===== src/rtl/core/rfb_pkg.sv =====
`default_nettype none

package rfb_pkg;

    // channel lanes
    localparam int CH_NUM = 3;
    localparam int CH_R   = 0;
    localparam int CH_G   = 1;
    localparam int CH_B   = 2;

    // datapath widths
    localparam int PIX_W       = 32;
    localparam int SHIFT_W     = 5;
    localparam int MAX_W       = 16;
    localparam int DIV_W       = MAX_W + 1;
    localparam int REM_W       = MAX_W;
    localparam int Q_W         = 8;
    localparam int RGB_W       = CH_NUM * Q_W;
    localparam int STEP_BITS   = 4;
    localparam int DIV_STAGES  = PIX_W / STEP_BITS;
    localparam int PB_W        = 3;

    // configuration port
    localparam int CFG_IDX_W  = 4;
    localparam int CFG_DATA_W = MAX_W;

    localparam logic [CFG_IDX_W-1:0] REG_PIXEL_BYTES = 4'd0;
    localparam logic [CFG_IDX_W-1:0] REG_RED_SHIFT   = 4'd1;
    localparam logic [CFG_IDX_W-1:0] REG_GREEN_SHIFT = 4'd2;
    localparam logic [CFG_IDX_W-1:0] REG_BLUE_SHIFT  = 4'd3;
    localparam logic [CFG_IDX_W-1:0] REG_RED_MAX     = 4'd4;
    localparam logic [CFG_IDX_W-1:0] REG_GREEN_MAX   = 4'd5;
    localparam logic [CFG_IDX_W-1:0] REG_BLUE_MAX    = 4'd6;
    localparam logic [CFG_IDX_W-1:0] REG_SWAP        = 4'd7;

    // pixel width codes
    localparam logic [PB_W-1:0] PIX_BYTES_4 = 3'd4;
    localparam logic [PB_W-1:0] PIX_BYTES_2 = 3'd2;

    typedef struct packed {
        logic [PB_W-1:0]                     pixel_bytes;
        logic [CH_NUM-1:0][SHIFT_W-1:0]      shift;
        logic [CH_NUM-1:0][MAX_W-1:0]        max;
        logic                                swap;
    } t_cfg;

    // one channel in flight through the divider
    typedef struct packed {
        logic [REM_W-1:0] rem;
        logic [PIX_W-1:0] num;
        logic [Q_W-1:0]   quot;
    } t_lane;

    typedef t_lane [CH_NUM-1:0]             t_lane_set;
    typedef logic  [CH_NUM-1:0][DIV_W-1:0]  t_div_set;

endpackage

`default_nettype wire


===== src/rtl/core/rfb_prep.sv =====
`default_nettype none

module rfb_prep (
    input  wire logic                        i_clk,
    input  wire logic                        i_rst_n,
    input  wire logic                        i_valid,
    input  wire logic [rfb_pkg::PIX_W-1:0]   i_pixel_word,
    input  wire rfb_pkg::t_cfg               i_cfg,
    output logic                             o_valid,
    output rfb_pkg::t_lane_set               o_lanes
);

    logic                       r_valid;
    rfb_pkg::t_lane_set         r_lanes;
    rfb_pkg::t_lane_set         n_lanes;
    logic [rfb_pkg::PIX_W-1:0]  pix;

    // width select, then shift and scale by 256 with 32-bit wrap
    always_comb begin
        case (i_cfg.pixel_bytes)
            rfb_pkg::PIX_BYTES_4: pix = i_pixel_word;
            rfb_pkg::PIX_BYTES_2: pix = {16'd0, i_pixel_word[15:0]};
            default:              pix = {24'd0, i_pixel_word[7:0]};
        endcase
        for (int c = 0; c < rfb_pkg::CH_NUM; c++) begin
            logic [rfb_pkg::PIX_W-1:0] sh;
            sh = pix >> i_cfg.shift[c];
            n_lanes[c].rem  = '0;
            n_lanes[c].num  = {sh[rfb_pkg::PIX_W-9:0], 8'd0};
            n_lanes[c].quot = '0;
        end
    end

    always_ff @(posedge i_clk) begin
        if (!i_rst_n) begin
            r_valid <= 1'b0;
        end else begin
            r_valid <= i_valid;
        end
    end

    always_ff @(posedge i_clk) begin
        r_lanes <= n_lanes;
    end

    assign o_valid = r_valid;
    assign o_lanes = r_lanes;

endmodule

`default_nettype wire


===== config.mk =====
export PLATFORM = sky130hd
export DESIGN_NAME = rfb_prep
export DESIGN_NICKNAME = d
export VERILOG_FILES = /design/src/rtl/core/rfb_pkg.sv /design/src/rtl/core/rfb_prep.sv
export SDC_FILE = /design/constraint.sdc
export NUM_CORES = 1
export LEC_CHECK = 0
export BUFFER_PORTS_ARGS = -buffer_cell sky130_fd_sc_hd__clkbuf_2
export CORE_ASPECT_RATIO = 2
export CORE_MARGIN = 8
export CORE_UTILIZATION = 35
export DETAILED_ROUTE_END_ITERATION = 10
export PLACE_DENSITY = 0.59
export SLEW_MARGIN = 10
export SYNTH_ARGS = -nofsm -noshare
export SYNTH_HDL_FRONTEND = slang
export SYNTH_SLANG_ARGS = --single-unit
export TNS_END_PERCENT = 10

===== constraint.sdc =====
create_clock -name i_clk -period 2.4 [get_ports i_clk]
set_clock_uncertainty 0.05 [all_clocks]
set_input_delay 0.24 -clock i_clk [delete_from_list [all_inputs] [get_ports i_clk]]
set_output_delay 0.24 -clock i_clk [all_outputs]
set_load 0.1 [all_outputs]

# After elaboration in Yosys (flattened, before gate mapping)
# Index checks and enable logic that the tools add are counted.
# totals
regBits	73
input_bits	102
wordCells	10
# classes
n_eq_ne	2
n_shift	3
mux	1
# ops
cell	count
32-bit by 5-bit right shift with 24-bit output	3
32-bit case mux with 2 select lines	1
3-bit by 2-bit equality test with 1-bit output (second input constant)	1
3-bit equality test (second input constant)	1

# Depth between registers and ports, before layout
# depth
word_depth	3
mapped_depth	8

# Worst setup path before layout
# OpenSTA, ideal clock, no wires.
# synth_timing
path_kind	in2reg
start	input port i_cfg[54] (netlist name)
end	register r_lanes, in the netlist o_lanes[74]
setup_ns	0.122
arrival_ns	1.709
setup_slack_ns	0.520
cell_stages	6
n_path_buf	2
cell_sequence	buf_4 > buf_6 > mux4_2 > a31oi_1 > o22ai_1 > a221o_1
# synth_rtl
element	line_no	source
start, declared	rfb_prep.sv:8	input wire rfb_pkg::t_cfg i_cfg,
end signal, assigned	rfb_prep.sv:43	r_lanes <= n_lanes;
end, declared	rfb_prep.sv:14	rfb_pkg::t_lane_set r_lanes;

==> summary.md <==
| Metric | Value |
|---|---|
| Outcome | complete, no violations |
| Max Transition Viols Final | 0 |
| Met3 wire len | 1730 um |
| Die Span X | 122 um |
| Slew @ Worst Pin | 758 ps |
| M1 WL | 11100 um |
| RSZ-0062 raised after global routing | false |
| Final #Nets | around 1200 |
| Fraction of registers with async set/reset | 0% |
| Die area | approximately 0.028 mm2 |
| Resize count post-CTS | 0 |
| Drt total wl | 31700 um |
| Tot GR Track Use | 22.6% |
| Main combinational cell family by area after synthesis | multiplexers |
| Post-layout minimum cycle time | 2010 ps |
| Post-Synth Simple-Gate Area | roughly 18% |
| CTS tree | built |
| Number of clock sinks | 73 |
| Die height | ~230 um |
| Dpl ws | about 2.4 ps |
| Nature of the critical path endpoint | flip-flop |
| Number of global-route vias before repair | slightly above 8000 |
| Max_cap viols | 0 |
| Antenna diodes | 0 |
| Layout overhead on the synthesized area | 14.8% |
| Largest net degree at the start of global routing | 39 |
| Routed len/inst | roughly 23 um |
| CP Data Arrival Time | 2190 ps |
| CTS H-tree depth | 3 |
| ANT nets after route | 0 |
| CP max FO | 14 |
| Xor-xnor portion of the synthesized cell area | less than 1% |
| Root Driver | clkbuf_16 |
| Highest routed metal layer | met4 |
| Post-synth top flop | dfxtp_1 |
| Max VDD drop | around 380 uV |
| Wire length on met2 | 16300 um |
| Drt drc | 0 |
| Multiplexer share of the synthesized area | about a quarter |
| Floorplan row count | 77 |
| Period utilization | between 80% and 90% |
| Rel. slew slack | between 40% and 50% |
| Cts hold-fix bufs | 0 |
| Synth Register Bits | 73 |
| Final GP Congestion | around 0.97 |
| PnR worst setup slack | a little under 400 ps |
| Pre-Repair DR Iteration Count | 5 |
| Final Hold Fails | 0 |
| Area of the multi-input gates | ~0.0055 mm2 |
| Overflow after GRT | 0 |
| Final setup vio count | 0 |
| IO buf count | 125 |
| Via Count | around 7900 |
| Global-route wire length before repair | 48200 um |
| Clock slew at reported path FFs | 60 ps |
| Post-DP HPWL | around 25000 um |
| Number of fill cells | 2274 |
| Layout cell share with drive strength beyond 1 | between 30 and 40% |
| Adder-cell share of the synthesized area | 0% |
| Post-Synthesis Cell Area | ~0.008 mm2 |
| CORE AREA | 0.0221 mm2 |
| Initial core utilization | a little over a third |
| Setup crit start kind | input pin |
| Leak | around 3.8 nW |
| Worst hold path class | in -> reg |
| Number of vias per cell | about 6 |
| Pwr Density | about 580 mW/mm2 |
| Syn Inst Count | between 900 and 1000 |
| Initial antenna violation count | 0 |
| EDFF count, synth | 0 |
| Io pins | 271 |
| F_max | between 400 and 500 MHz |
| Hold_ws | between 30 and 40 ps |
| Syn. warnings | 0 |
| Initial DRC count | roughly 500 |
| CP Data Required Time | 2580 ps |
| Register area | 0.00146 mm2 |
| Post-CTS setup buffers | 0 |
| Synth unique cells | 76 |
| Kind of critical path | in -> reg |
| Sum Neg Setup Slack | 0 ps |
| Complex-gate fraction of the synthesized area | between 20% and 30% |
| Sequential area share after synthesis | 18.6% |
| Longest Clk Path Bufs | 2 |
| CTS buffer count | 9 |
| Syn Area/Cell | approximately 8.3 um2 |
## layout make-up
cell class,count,share of cell area (%)
Multi-Input combinational cell,750,60.5
Sequential cell,73,16.2
Timing Repair Buffer,220,15.5
Tap cell,276,3.83
Clock buffer,11,2.69
Inverter,18,0.749
Clock inverter,3,0.471
## per-stage QoR
| stage | instance area [um2] | std cells | util, % | total power, mW |
|---|---|---|---|---|
| detailed placement | 8740 | 1337 | 39.6 | 3.85 |
| global placement | 8740 | 1337 | 39.6 | 3.84 |
| finish | 9020 | 1351 | 40.9 | 5.21 |
| floorplan | 8220 | 1046 | - | 3.46 |
| global route | 9020 | 1351 | 40.9 | 5.41 |
| CTS | 9020 | 1351 | 40.9 | 5.23 |
## cell families (layout without fill, tap and decap cells)
kind of cell,count (synthesis),after routing
compound gates,235,235
xor+xnor,2,2
buf+inv,223,252
flops,73,73
mux,133,133
other cells,1,96
simple gates,284,284
## routing by layer
layer / vias to the layer above / global-route usage (%)
li1: 3638 / -
met1: 3750 / 22.8
met2: 434 / 39.3
met3: 124 / 3.46
met4: 0 / 18.7
met5: - / 0
## state kept, by name, indices dropped and copies added (netlist names)
register,flops
o_lanes,72
o_valid,1
## cell usage in the layout, fill, tap and decap left out, types with 22 or more instances in the layout
cell type,netlist,layout
clkbuf_2,0,125
conb_1,1,96
buf_4,109,90
nand2_1,74,74
dfxtp_1,73,73
nor2_1,64,64
mux4_2,51,51
mux2i_1,49,49
a21oi_1,40,40
mux2_2,33,33
o21ai_0,33,33
nand3_1,33,33
a31oi_1,25,25
nor3_1,23,23
o22ai_1,22,22
## worst paths after layout
| check | startpoint | to | slack (ps) | cells after the start |
|---|---|---|---|---|
| max | i_cfg[66] | o_lanes[128] | 390 | 6 |
| min | i_valid | o_valid | 40 | 2 |
## power by group
group / leakage (nW) / switching (mW) / total (mW) / internal, mW
Combinational: 3.07 / 1.97 / 2.54 / 0.575
Sequential: 0.601 / 0.0194 / 1.30 / 1.29
Clock: 0.137 / 0.543 / 1.36 / 0.819
## synth_stat cells (7+ instances only)
cell | count | area [um2]
inv_1 | 11 | 41.3
a211oi_1 | 19 | 143
buf_4 | 109 | 818
buf_2 | 30 | 150
dfxtp_1 | 73 | 1460
clkbuf_1 | 58 | 218
nand2_1 | 74 | 278
a21oi_1 | 40 | 200
nand4_1 | 13 | 81.3
a22oi_1 | 14 | 105
mux2i_1 | 49 | 490
o21ai_0 | 33 | 165
nand3_1 | 33 | 165
nor2_1 | 64 | 240
and3_1 | 11 | 68.8
a221oi_1 | 11 | 96.3
mux2_2 | 33 | 372
nor4_1 | 7 | 43.8
nor2b_1 | 17 | 106
o22ai_1 | 22 | 138
nor3_1 | 23 | 115
a31oi_1 | 25 | 156
mux4_2 | 51 | 1150
## worst max-delay path, stage by stage
cell      delay [ps]
clkbuf_2         110
buf_4            210
nor3b_4          430
o211ai_1         180
mux4_2           590
a221oi_1         420
Power figures use the tool's default switching activity.
