## src/rtl/core/rfb_pkg.sv

```systemverilog
`default_nettype none

package rfb_pkg;

    // channel lanes
    localparam int CH_NUM = 3;
    localparam int CH_R   = 0;
    localparam int CH_G   = 1;
    localparam int CH_B   = 2;

    // datapath widths
    localparam int PIX_W       = 32;
    localparam int SHIFT_W     = 5;
    localparam int MAX_W       = 16;
    localparam int DIV_W       = MAX_W + 1;
    localparam int REM_W       = MAX_W;
    localparam int Q_W         = 8;
    localparam int RGB_W       = CH_NUM * Q_W;
    localparam int STEP_BITS   = 4;
    localparam int DIV_STAGES  = PIX_W / STEP_BITS;
    localparam int PB_W        = 3;

    // configuration port
    localparam int CFG_IDX_W  = 4;
    localparam int CFG_DATA_W = MAX_W;

    localparam logic [CFG_IDX_W-1:0] REG_PIXEL_BYTES = 4'd0;
    localparam logic [CFG_IDX_W-1:0] REG_RED_SHIFT   = 4'd1;
    localparam logic [CFG_IDX_W-1:0] REG_GREEN_SHIFT = 4'd2;
    localparam logic [CFG_IDX_W-1:0] REG_BLUE_SHIFT  = 4'd3;
    localparam logic [CFG_IDX_W-1:0] REG_RED_MAX     = 4'd4;
    localparam logic [CFG_IDX_W-1:0] REG_GREEN_MAX   = 4'd5;
    localparam logic [CFG_IDX_W-1:0] REG_BLUE_MAX    = 4'd6;
    localparam logic [CFG_IDX_W-1:0] REG_SWAP        = 4'd7;

    // pixel width codes
    localparam logic [PB_W-1:0] PIX_BYTES_4 = 3'd4;
    localparam logic [PB_W-1:0] PIX_BYTES_2 = 3'd2;

    typedef struct packed {
        logic [PB_W-1:0]                     pixel_bytes;
        logic [CH_NUM-1:0][SHIFT_W-1:0]      shift;
        logic [CH_NUM-1:0][MAX_W-1:0]        max;
        logic                                swap;
    } t_cfg;

    // one channel in flight through the divider
    typedef struct packed {
        logic [REM_W-1:0] rem;
        logic [PIX_W-1:0] num;
        logic [Q_W-1:0]   quot;
    } t_lane;

    typedef t_lane [CH_NUM-1:0]             t_lane_set;
    typedef logic  [CH_NUM-1:0][DIV_W-1:0]  t_div_set;

endpackage

`default_nettype wire

```

## src/rtl/core/rfb_div_stage.sv

```systemverilog
`default_nettype none

module rfb_div_stage (
    input  wire logic                  i_clk,
    input  wire logic                  i_rst_n,
    input  wire logic                  i_valid,
    input  wire rfb_pkg::t_lane_set    i_lanes,
    input  wire rfb_pkg::t_div_set     i_div,
    output logic                       o_valid,
    output rfb_pkg::t_lane_set         o_lanes
);

    logic                  r_valid;
    rfb_pkg::t_lane_set    r_lanes;
    rfb_pkg::t_lane_set    n_lanes;

    // restoring division, a few quotient bits per stage
    always_comb begin
        for (int c = 0; c < rfb_pkg::CH_NUM; c++) begin
            logic [rfb_pkg::REM_W-1:0] rem;
            logic [rfb_pkg::PIX_W-1:0] num;
            logic [rfb_pkg::Q_W-1:0]   quot;
            logic [rfb_pkg::DIV_W-1:0] trial;
            logic [rfb_pkg::DIV_W-1:0] diff;
            rem  = i_lanes[c].rem;
            num  = i_lanes[c].num;
            quot = i_lanes[c].quot;
            for (int s = 0; s < rfb_pkg::STEP_BITS; s++) begin
                trial = {rem, num[rfb_pkg::PIX_W-1]};
                num   = {num[rfb_pkg::PIX_W-2:0], 1'b0};
                diff  = trial - i_div[c];
                if (trial >= i_div[c]) begin
                    rem  = diff[rfb_pkg::REM_W-1:0];
                    quot = {quot[rfb_pkg::Q_W-2:0], 1'b1};
                end else begin
                    rem  = trial[rfb_pkg::REM_W-1:0];
                    quot = {quot[rfb_pkg::Q_W-2:0], 1'b0};
                end
            end
            n_lanes[c].rem  = rem;
            n_lanes[c].num  = num;
            n_lanes[c].quot = quot;
        end
    end

    always_ff @(posedge i_clk) begin
        if (!i_rst_n) begin
            r_valid <= 1'b0;
        end else begin
            r_valid <= i_valid;
        end
    end

    always_ff @(posedge i_clk) begin
        r_lanes <= n_lanes;
    end

    assign o_valid = r_valid;
    assign o_lanes = r_lanes;

endmodule

`default_nettype wire

```

## config.mk

```make
export PLATFORM = sky130hd
export DESIGN_NAME = rfb_div_stage
export DESIGN_NICKNAME = d
export VERILOG_FILES = /design/src/rtl/core/rfb_pkg.sv /design/src/rtl/core/rfb_div_stage.sv
export SDC_FILE = /design/constraint.sdc
export NUM_CORES = 1
export LEC_CHECK = 0
export BUFFER_PORTS_ARGS = -buffer_cell sky130_fd_sc_hd__buf_2
export CAP_MARGIN = 20
export CORE_UTILIZATION = 23
export DETAILED_ROUTE_END_ITERATION = 6
export GPL_ROUTABILITY_DRIVEN = 1
export PLACE_DENSITY = 0.5
export SLEW_MARGIN = 20
export SYNTH_ARGS = -nofsm -noshare
export SYNTH_HDL_FRONTEND = slang
export SYNTH_SLANG_ARGS = --single-unit
```

## constraint.sdc

```tcl
create_clock -name i_clk -period 16.4 [get_ports i_clk]
set_input_delay 1.64 -clock i_clk [delete_from_list [all_inputs] [get_ports i_clk]]
set_output_delay 1.64 -clock i_clk [all_outputs]
set_load 0.01 [all_outputs]
```

Word level (Yosys, flattened, before mapping) --
Cells that the tools add are included. W data, S select, Z words.
Word-level totals: RAM bits 0, register bits 157, latch bits 0, word-level logic and storage cells 58, memory bits (read-only) 0, memories kept 0, output and inout bits 169
Cells by class: $add $sub $neg 12, shift-type cells 0, div/mod/pow operators 0, multiply operators 0, reduce and logical (&&, ||, !) cells 0, eq/ne operators 0, $lt $le $gt $ge 12, multiplexer cells 24, bitwise operators 0
Operators with widths (count):
- $ge A17 B17 Y1 | 12
- $mux W16 | 12
- $sub A16 B16 Y16 | 12
- $mux W1 | 12

Longest topological paths before layout --
depth after elaboration 8, mapped depth 45

Worst setup path after synthesis --
No wires, ideal clock.
path type input -> register, start input i_div[26] (netlist bit), end register r_lanes (netlist bit o_lanes[103]), path slack 5945 ps, arrival time 10333 ps, stages 41, required time 16279 ps, path buffers 7, library setup time 121 ps, path through inv_1 > ha_1 > clkbuf_1 > and3_1 > o2111ai_1 > a21oi_1 > o21bai_1 > a41oi_2 > buf_2 > mux2i_1 > inv_1 > ha_1 > and3_1 > and2_1 > and3_1 > a311oi_1 > a21o_1 > buf_2 > (+5 left out) > a21oi_1 > o21ai_1 > or2_1 > o31ai_2 > clkbuf_1 > nand2_1 > o21ai_1 > ha_1 > nor2b_1 > o31a_2 > o211a_1 > o41a_2 > o211ai_2 > a21oi_2 > a211oi_4 > inv_2 > buf_6 > mux2_4
RTL lines:
- from (decl) | RTL line rfb_div_stage.sv:8 | input wire rfb_pkg::t_div_set i_div,
- to (signal assigned) | RTL line rfb_div_stage.sv:55 | r_lanes <= n_lanes;
- to (decl) | RTL line rfb_div_stage.sv:14 | rfb_pkg::t_lane_set r_lanes;

==> load_flow_metrics.sql <==
INSERT INTO impl_metrics (metric_group, metric, value, unit) VALUES
('power_and_ir_drop', 'p_comb_frac', '0.730', ''),
('global_routing', 'vias_in_the_first_global_route', '15030', ''),
('route', 'drt_first_pass_iters', '6', ''),
('global_routing', 'grt_resource_usage_total', '0.1547', ''),
('power_and_ir_drop', 'vdd.ir_drop.worst', '0.00007863', 'V'),
('route', 'drt-total-wl', '53270', 'µm'),
('clock_tree', 'cts.htree.levels', '4', ''),
('sta', 'hold_viol', '0', ''),
('place', 'port-buffer-count', '366', ''),
('floorplanning', 'pin_count', '391', ''),
('logic_synthesis', 'yosysWarningCount', '0', ''),
('critical_path', 'slowest_delay', '0.76', 'ns'),
('power_and_ir_drop', 'static-leakage-power', '8.793', 'nW'),
('logic_synthesis', 'asyncSetResetFlopFracSynth', '0', ''),
('sta', 'timing.setup.tns', '0', 'ns'),
('power_and_ir_drop', 'switching_component_of_the_power', '0.001668', 'W'),
('clock_tree', 'cts_tree', 'done', ''),
('route', 'route.detailed.vias_per_inst', '4.964', ''),
('worst_hold_path', 'worst_hold_path.num_cells', '1', ''),
('sta', 'worst-slew-pin-transition', '0.9233', 'ns'),
('worst_hold_path', 'hold_end', 'o_lanes[91]$_DFF_P_', ''),
('sta', 'timing.slew.headroom', '0.3686', ''),
('sta', 'min_period_over_period', '0.7762', ''),
('clock_tree', 'cts_root_buffer', 'sky130_fd_sc_hd__clkbuf_16', ''),
('critical_path', 'worstPathMaxFanout', '27', ''),
('layout', 'leading_cell_types_in_the_layout_fill_and_taps_excluded', '366 x sky130_fd_sc_hd__buf_2, 204 x sky130_fd_sc_hd__ha_1, 157 x sky130_fd_sc_hd__dfxtp_1, 147 x sky130_fd_sc_hd__a21oi_1, 142 x sky130_fd_sc_hd__inv_1', ''),
('critical_path', 'cp.required', '16.74', 'ns'),
('sta', 'holdWs', '1.227', 'ns'),
('run', 'max-cap-violations', '0', ''),
('critical_path', 'start_kind', 'input pin', ''),
('route', 'drtIter0Drc', '931', ''),
('route', 'route.vias.total', '15520', ''),
('sta', 'finalMaxSlewViolations', '0', ''),
('global_routing', 'grt_overflow', '0', ''),
('layout', 'num-fill-cells', '7216', ''),
('sta', 'final.min_clock_period', '12.73', 'ns'),
('power_and_ir_drop', 'power.internal', '0.001753', 'W'),
('clock_tree', 'cts_resized', '0', ''),
('logic_synthesis', 'synth_sequential_area_ratio', '0.2050', ''),
('floorplanning', 'rows', '94', ''),
('layout', 'flow.area_growth_from_synthesis', '22.03', '%'),
('floorplanning', 'floorplan.die.height', '260.2', 'µm'),
('worst_hold_path', 'hold_start', 'i_lanes[87]', ''),
('clock_tree', 'cts_hold_buffers', '0', ''),
('critical_path', 'data_arrival_time_of_the_critical_path', '13.07', 'ns'),
('logic_synthesis', 'ff_latch_count_synth', '157', ''),
('layout', 'layout_commonest_cell', 'sky130_fd_sc_hd__buf_2', ''),
('global_routing', 'initial_antenna_violation_count', '1', ''),
('clock_tree', 'maximum_buffer_depth_of_the_clock_tree', '2', ''),
('power_and_ir_drop', 'power.density_cell_area', '182.8', 'nW/µm²'),
('route', 'drcViolationCount', '0', ''),
('route', 'routedWlPerCell', '17.03', 'µm'),
('logic_synthesis', 'synth_top_flop_cell', 'sky130_fd_sc_hd__dfxtp_1', ''),
('layout', 'layout-drive-gt1-share', '0.2148', ''),
('floorplanning', 'initial_utilization', '0.2328', ''),
('power_and_ir_drop', 'switching_share', '0.4876', ''),
('logic_synthesis', 'mapped_area', '15330', 'µm²'),
('worst_hold_path', 'hp-class', 'input pin to register', ''),
('outcome', 'run_status', 'finished, final reports clean', ''),
('critical_path', 'cp-end-kind', 'register', ''),
('sta', 'max_freq', '0.07856', 'GHz'),
('place', 'dp_hpwl', '44510', 'µm'),
('floorplanning', 'die_area', '67710', 'µm²'),
('clock_tree', 'cts_setup_buffers', '0', ''),
('global_routing', 'grt_max_degree', '28', ''),
('logic_synthesis', 'synthDistinctLibCells', '87', ''),
('route', 'drtAntennaViolNets', '0', ''),
('clock_tree', 'numCtsBuffers', '17', ''),
('logic_synthesis', 'synth.avg_cell_area', '8.096', 'µm²'),
('global_routing', 'grt_pass1_wl', '81250', 'µm'),
('clock_tree', 'cts.reportedPaths.clkPinSlew', '0.10', 'ns');
per-layer routing:
layer  track usage  part of all wire  up-vias
li1              -                 -     7716
met1        0.1987              0.45     7152
met2        0.2539              0.46      575
met3       0.03138             0.065       76
met4       0.05621             0.025        2
met5             0           0.00019        -
critical path: cells and delay by family:
family | cells | cell delay [ns]
muxes | 1 | 0.39
adders and majority gates | 4 | 1.33
and+or+nand+nor | 4 | 1.13
buffers and inverters | 7 | 2.14
AOI/OAI and AO/OA | 22 | 6.38
stage by stage:
step	area, µm²	cells	utilization	worst slack (ns)	power (W)
floorplan	15380	1905	-	5.945	0.002385
global placement	18110	3095	0.2750	3.220	0.002999
detailed placement	18110	3095	0.2750	3.213	0.003011
CTS	18700	3127	0.2840	3.746	0.003453
global route	18710	3127	0.2841	2.777	0.003756
finish	18710	3127	0.2841	3.671	0.003421
cell families (layout without fill, tap and decap cells):
group                      Yosys count  count (layout)  synth area share
adders and majority gates          216             216            0.1821
and+or+nand+nor                    506             506            0.1611
DFF                                157             157            0.2050
xor gates and xnor gates           122             122           0.06968
muxes                               82              82           0.05981
AOI/OAI and AO/OA                  610             610            0.2690
other                                1              12         0.0002445
buffers and inverters              200             558           0.05304
final cells by class:
class / count / area (µm²) / area share
Multi-Input combinational cell: 1548 / 11430 / 0.6107
Sequential cell: 157 / 3143 / 0.1680
Timing Repair Buffer: 376 / 1907 / 0.1019
Tap cell: 864 / 1081 / 0.05777
Inverter: 150 / 563.0 / 0.03009
Clock buffer: 17 / 425.4 / 0.02273
Clock inverter: 15 / 165.2 / 0.008826
synthesized netlist by cell type (all sizes together) (5+ instances only):
master	count	area (µm²)
ha	204	2552
dfxtp	157	3143
inv	150	563.0
a21oi	149	753.2
nor2	131	494.2
nand2	119	446.7
o21ai	103	515.5
xnor2	74	648.1
a21o	61	459.2
mux2	56	656.9
xor2	48	420.4
o21a	44	330.3
nor3	43	215.2
a211oi	41	320.3
nand3	40	200.2
o211ai	35	267.8
nand4	31	193.9
clkbuf	27	101.4
mux2i	26	260.3
nor2b	25	156.4
buf	23	148.9
o31ai	23	182.7
and3	22	137.6
nand2b	19	118.9
or3	19	118.9
a31oi	18	112.6
and2	17	106.4
o21bai	15	112.6
a211o	14	122.6
o31a	13	115.1
fa	12	240.2
nor4	12	75.07
o311ai	11	96.35
or2	10	62.57
a2111oi	9	85.08
a21boi	8	60.05
a22oi	8	60.06
o221ai	7	61.31
nand3b	6	45.04
o2111ai	6	52.55
o211a	5	50.05
o22ai	5	31.28
registers in the layout, indices dropped and copies added (netlist names):
signal	count
o_lanes	156
o_valid	1
worst max-delay path by stage:
stage	cells after the start	from	to	slack, ns
after floorplan	41	i_div[26]	o_lanes[103]$_DFF_P_	5.95
after global placement	37	i_div[1]	o_lanes[47]$_DFF_P_	3.22
after detailed placement	38	i_div[1]	o_lanes[47]$_DFF_P_	3.21
after CTS	38	i_div[1]	o_lanes[47]$_DFF_P_	3.75
after global routing	39	i_div[1]	o_lanes[53]$_DFF_P_	2.78
final	38	i_div[1]	o_lanes[53]$_DFF_P_	3.67
power by group through the flow:
| stage | sequential, W | combinational, W | clock (W) |
|---|---|---|---|
| after floorplan | 0.000560 | 0.00182 | 0 |
| after global placement | 0.000523 | 0.00248 | 0 |
| after detailed placement | 0.000524 | 0.00249 | 0 |
| after CTS | 0.000517 | 0.00250 | 0.000433 |
| after global routing | 0.000522 | 0.00279 | 0.000446 |
| final | 0.000512 | 0.00250 | 0.000411 |
Note: power is estimated with default switching activity, not from simulation.
